File: config.mk
export PLATFORM = sky130hd
export DESIGN_NAME = rosi_sqrt
export DESIGN_NICKNAME = d
export VERILOG_FILES = /design/src/rtl/rosi_pkg.sv /design/src/rtl/rosi_sqrt.sv
export SDC_FILE = /design/constraint.sdc
export NUM_CORES = 2
export LEC_CHECK = 0
export CORE_AREA = 2 2 431 433
export DETAILED_ROUTE_END_ITERATION = 12
export DIE_AREA = 0 0 433 435
export DONT_BUFFER_PORTS = 1
export HOLD_SLACK_MARGIN = 0.02
export PLACE_DENSITY = 0.75
export SLEW_MARGIN = 15
export SYNTH_ARGS = -nofsm -noshare
export SYNTH_HDL_FRONTEND = slang
export SYNTH_SLANG_ARGS = --single-unit
File: constraint.sdc
create_clock -name clk_i -period 3.6 [get_ports clk_i]
set_input_delay 1.08 -clock clk_i [delete_from_list [all_inputs] [get_ports clk_i]]
set_output_delay 1.08 -clock clk_i [all_outputs]
set_load 0.05 [all_outputs]
File: src/rtl/rosi_pkg.sv
// shared constants for the ray versus oriented box slab intersector
// no dependencies; used by the interfaces, the arithmetic units and the top level
package rosi_pkg;

  // field formats
  localparam int POS_W     = 20;  // signed positions and directions, 8 fraction bits
  localparam int AXIS_W    = 16;  // signed axis, unit direction and normal components
  localparam int AXIS_FRAC = AXIS_W - 2;
  localparam int DIST_W    = POS_W - 1;
  localparam int LEN_EXTRA = 10;

  // square root unit
  localparam int LEN2_W   = 2 * POS_W;
  localparam int RAD_W    = LEN2_W + 2 * LEN_EXTRA;
  localparam int ROOT_W   = RAD_W / 2;
  localparam int SQRT_LAT = ROOT_W;

  // divider unit
  localparam int DNUM_W  = 54;
  localparam int DDEN_W  = 34;
  localparam int DQ_W    = 21;
  localparam int DIV_LAT = DQ_W + 1;

  // slab arithmetic
  localparam int E_W     = 39;
  localparam int F_W     = 34;
  localparam int A_W     = E_W + 1;
  localparam int T_W     = 22;
  localparam int T_CLAMP = 1 << (T_W - 2);

  // configuration port
  localparam int CFG_AW      = 6;
  localparam int CFG_DW      = 64;
  localparam int CFG_IDX_LSB = 3;

  localparam logic [2:0] REG_CENTER  = 3'd0;
  localparam logic [2:0] REG_HALF    = 3'd1;
  localparam logic [2:0] REG_RIGHT   = 3'd2;
  localparam logic [2:0] REG_UP      = 3'd3;
  localparam logic [2:0] REG_FORWARD = 3'd4;

endpackage

File: src/rtl/rosi_sqrt.sv
// pipelined floor square root, one result bit per stage
// depends on rosi_pkg for the radicand and root widths
module rosi_sqrt import rosi_pkg::*; (
  input  logic              clk_i,
  input  logic              en_i,
  input  logic [RAD_W-1:0]  rad_i,
  output logic [ROOT_W-1:0] root_o
);

  logic [RAD_W-1:0] x_q [SQRT_LAT];
  logic [RAD_W-1:0] r_q [SQRT_LAT];

  for (genvar s = 0; s < SQRT_LAT; s++) begin : g_stage
    localparam logic [RAD_W-1:0] BitVal = RAD_W'(1) << (2 * (SQRT_LAT - 1 - s));
    logic [RAD_W-1:0] x_in, r_in, trial, x_d, r_d;

    if (s == 0) begin : g_first
      assign x_in = rad_i;
      assign r_in = '0;
    end else begin : g_next
      assign x_in = x_q[s-1];
      assign r_in = r_q[s-1];
    end

    assign trial = r_in + BitVal;

    always_comb begin
      if (x_in >= trial) begin
        x_d = x_in - trial;
        r_d = (r_in >> 1) + BitVal;
      end else begin
        x_d = x_in;
        r_d = r_in >> 1;
      end
    end

    always_ff @(posedge clk_i) begin
      if (en_i) begin
        x_q[s] <= x_d;
        r_q[s] <= r_d;
      end
    end
  end

  assign root_o = r_q[SQRT_LAT-1][ROOT_W-1:0];

endmodule

Yosys cells after proc, flatten, opt, wreduce, memory -nomap -nowiden
Memories as Yosys holds them, arrays and structs flattened.
Cells that the tools add are included.

word-level totals
  register bits = 0
  memory bits (writable) = 3,600
  input port bits = 62
  memories = 2

memories
  memory  depth  bits a word  rd ports  clocked after memory_dff  write ports  line             text
  r_q     30     60           30        0                         30           rosi_sqrt.sv:11  logic [RAD_W-1:0] r_q [SQRT_LAT];
  x_q     30     60           29        0                         30           rosi_sqrt.sv:10  logic [RAD_W-1:0] x_q [SQRT_LAT];

cells by class
  $add $sub $neg = 88
  magnitude comparators = 30
  mux-type cells = 62

operators with widths
  operator                count
  $mux 60                 59
  $ge 60x60->1            29
  $sub 60x60->60          29
  $add 59x1->60 const B   1
  $add 59x11->60 const B  1
  $add 59x13->60 const B  1
  $add 59x15->60 const B  1
  $add 59x17->60 const B  1
  $add 59x19->60 const B  1
  $add 59x21->60 const B  1
  $add 59x23->60 const B  1
  $add 59x25->60 const B  1
  $add 59x27->60 const B  1
  $add 59x29->60 const B  1
  $add 59x3->60 const B   1
  $add 59x31->60 const B  1
  $add 59x33->60 const B  1
  $add 59x35->60 const B  1
  $add 59x37->60 const B  1
  $add 59x39->60 const B  1
  $add 59x41->60 const B  1
  $add 59x43->60 const B  1
  $add 59x45->60 const B  1
  $add 59x47->60 const B  1
  other kinds (41)        42

Depth between registers and ports, before layout
An unclocked memory read counts as a cell.

  depth after elaboration = 4
  depth in mapped cells = 14
  gate-level depth less buffers = 12

Worst setup path before layout
Ideal clock, no wire load.

  path type = reg2reg
  start = memory x_q[1][277] (netlist name)
  end = memory x_q[1][347] (netlist name) (data pin)
  setup time = 0.258 ns
  arrival time = 3.175 ns
  slack = 0.167 ns
  cell stages (with the launch flop) = 12
  path buffers = 2
  clock period less this slack = 3.433 ns
  cells stage by stage = edfxtp_1 ha_1 buf_4 nand4b_1 or3_4 or3_1 o311a_1 buf_6 nor4b_4 nand3b_2 or4_4 xnor2_2

RTL lines
  what         line
  from (decl)  rosi_sqrt.sv:10

==> flow_summary.ini <==
[logic_synthesis]
ys.flop_type = edfxtp_1
syn-cell-area_um2 = 106000
yosysWarnings = 0
ys_ff_latch = 2205
synth_top_area_share_pct = 62.4
async_flop_share_pct = 0
yosysSeqAreaShare_pct = 62.4
syn_inst = 8447
synth.most_common_cell = edfxtp_1
yosys-top-cells-count = 2205 x edfxtp_1, 613 x nor2_1, 607 x inv_1, 601 x a21oi_1, 493 x ha_1
syn_avg_cell_area_um2 = 12.6
syn_nets = 9002
yosysTopAreaCell = edfxtp_1
synth_cell_types = 92
synth_edf_count = 2205
synth_area_leaders = edfxtp_1 62%, ha_1 5.8%, xnor2_1 3.6%

[global_route]
grt_pass1_wl_um = 381000
antenna_found_initial = 14
grt_usage_pct = 25.8
grt_pass1_vias = 67000
grt_max_degree = 103
grt_overflow = 0

[sta]
hold_violations = 0
timing.setup.tns_ns = 0
fmax_mhz = 283
drv_slew = 0
tightest_slew_ns = 0.794
slew_headroom_pct = 46.4
min_period_ns = 3.53
setup_violations = 0
grt_setup_unrepaired = yes
setup_slack_ns = 0.0680
finalClockSkew_ns = 0.0803
period_share_pct = 98.1

[setup_path]
critical_path.cell_chain = ha_4 > or4b_4 > nor4_4 > buf_4 > a32o_1 > a41o_1 > a211o_1 > a31oi_2 > or2_2 > nor4b_4 > xor2_1
reg2reg_depth = 11
cp-end-kind = flop
critical_path_required_ns = 4.19
critPathMaxFanout = 6
r2r-start = x_q[1][85]$_DFFE_PP_
path_delay_family = simple AND/OR/NAND/NOR gates
reg2reg_to = x_q[1][165]$_DFFE_PP_
worstSetupPathType = flop to flop
crit_path_end = x_q[1][165]$_DFFE_PP_
path_depth = 11
cp_num_buf_inv = 1
cp_slowest_cell = or4b_4
slowest_delay_ns = 0.50
start_kind = flop
critPathArrivalTime_ns = 4.12
crit_start = x_q[1][85]$_DFFE_PP_
r2r_slack_ns = 0.07

[power]
power_density_nw_per_um2 = 622
peakVddDrop_mv = 0.574
leakagePower_uw = 0.0449

[placement]
pre_cts_slack_ns = -0.787
gp_congestion = 0.932
placed_cell_area_um2 = 111000
port_buffers = 0
post-dp-hpwl_um = 182000

[clock_tree]
cts_tree = built
clkTransAtPathRegs_ns = 0.06
clockRootBuffer = clkbuf_16
h-tree-depth = 4
ctsHoldBuffers = 0
cts_made_buffers = 220
cts_max_path_buffers = 3
cts_sinks = 2205
insertion_delay_ns = 0.89

[route]
highest_layer = met5
firstDrtPassIters = 8
first_iter_violations = 6668
drc = 0
wirelength_um = 247000
via_per_inst = 5.99
ant_nets = 0
wl_met3_um = 14000
wl_per_cell_um = 21.5
vias = 68800
dr_wl_met2_um = 122000
drt-met1-wl_um = 105000

[finish]
ff_latch_area_um2 = 66200
nets = 9370
stdcell_area_um2 = 119000
fillCellCount = 13400
drive_gt1_share_pct = 9.45
multi_input_area_um2 = 37400
area_growth_pct = 12.1

[die]
dieArea_um2 = 188000
fp.dieH_um = 435
io_pins = 92
start_util_pct = 57.7
core_area_um2 = 184000
row_count = 158
die_x_um = 433

[outcome]
status = completed

[flow_run]
maxCapViolCount = 0

[hold_path]
hold_class = primary input to flop
power by group:
group / internal [uW] / leakage (uW) / switching (uW)
registers: 32600 / 0.0212 / 2740
clock network: 12600 / 0.00340 / 9810
logic: 6950 / 0.0203 / 9260
total: 52200 / 0.0449 / 21800
state kept, by name, indices dropped and copies added, names as in the netlist:
| register | count |
|---|---|
| r_q | 465 |
| x_q | 1740 |
cell families (layout without fill, tap and decap cells):
logic type / count (synthesis) / after routing / synth area share [%]
xor+xnor: 772 / 772 / 6.38
simple gates: 2507 / 2507 / 12.3
flops: 2205 / 2205 / 62.4
mux: 93 / 93 / 0.980
fa+ha+maj: 493 / 493 / 5.81
other cells: 0 / 1 / 0
compound gates: 1598 / 1598 / 9.31
buf+inv: 779 / 1327 / 2.80
placed cells by master (no fill, tap or decap), types with 68 or more instances in the layout:
cell       netlist  layout
a21oi_1        601     599
clkbuf_16        0     220
nor2_1         613     613
mux2_2          80      80
o21a_1          84      84
buf_4            3     281
inv_1          607     607
nand2b_1       110     109
or3_1           72      68
nand2_1        480     480
edfxtp_1      2205    2205
a21o_1         193     193
nor3_1         221     217
nor4_1         293     274
nand3_1        141     138
ha_1           493     485
xnor2_1        441     439
xor2_1         330     330
nand4_1        146     146
o21ai_0        337     328
metal layers:
layer / track usage (%) / up-vias
met4: 6.58 / 2
met2: 43.3 / 2210
li1: - / 32400
met3: 3.16 / 357
met5: 0 / -
met1: 35.9 / 33800
worst min path at each step:
stage / from / to / slack (ns) / depth (start not counted)
6_report: rad_i[32] / x_q[0][32]$_DFFE_PP_ / 0.27 / 0
5_1_grt: rad_i[57] / x_q[0][57]$_DFFE_PP_ / 0.24 / 0
4_1_cts: rad_i[32] / x_q[0][32]$_DFFE_PP_ / 0.21 / 0
3_5_place_dp: x_q[1][69]$_DFFE_PP_ / x_q[1][129]$_DFFE_PP_ / 0.42 / 0
3_3_place_gp: x_q[0][805]$_DFFE_PP_ / x_q[0][865]$_DFFE_PP_ / 0.42 / 0
2_1_floorplan: x_q[0][569]$_DFFE_PP_ / x_q[0][629]$_DFFE_PP_ / 0.42 / 0
through the flow:
| stage | instances | utilization (%) | power, uW | hold slack, ns |
|---|---|---|---|---|
| 4_1_cts | 11500 | 64.4 | 74000 | 0.213 |
| 6_report | 11500 | 64.6 | 74000 | 0.273 |
| 5_1_grt | 11500 | 64.6 | 77400 | 0.237 |
| 3_3_place_gp | 11100 | 60.4 | 51200 | 0.421 |
| 3_5_place_dp | 11100 | 60.4 | 51500 | 0.422 |
| 2_1_floorplan | 8447 | - | 45900 | 0.417 |
layout make-up:
class                           instances  area share [%]
Tap cell                             2480            2.61
Clock buffer                          266            4.77
Multi-Input combinational cell       5463            31.5
Clock inverter                        136            1.20
Antenna cell                            1         0.00210
Inverter                              611            1.93
Sequential cell                      2205            55.7
Timing Repair Buffer                  314            2.32
what timing repair did:
action,CTS,global route
gates resized for setup,14,75
pin swaps,5,17
cloned,0,1
setup endpoints to repair,143,188
buffers inserted,3,10
hold endpoints to repair,0,0
Note: power is estimated with default switching activity, not from simulation.
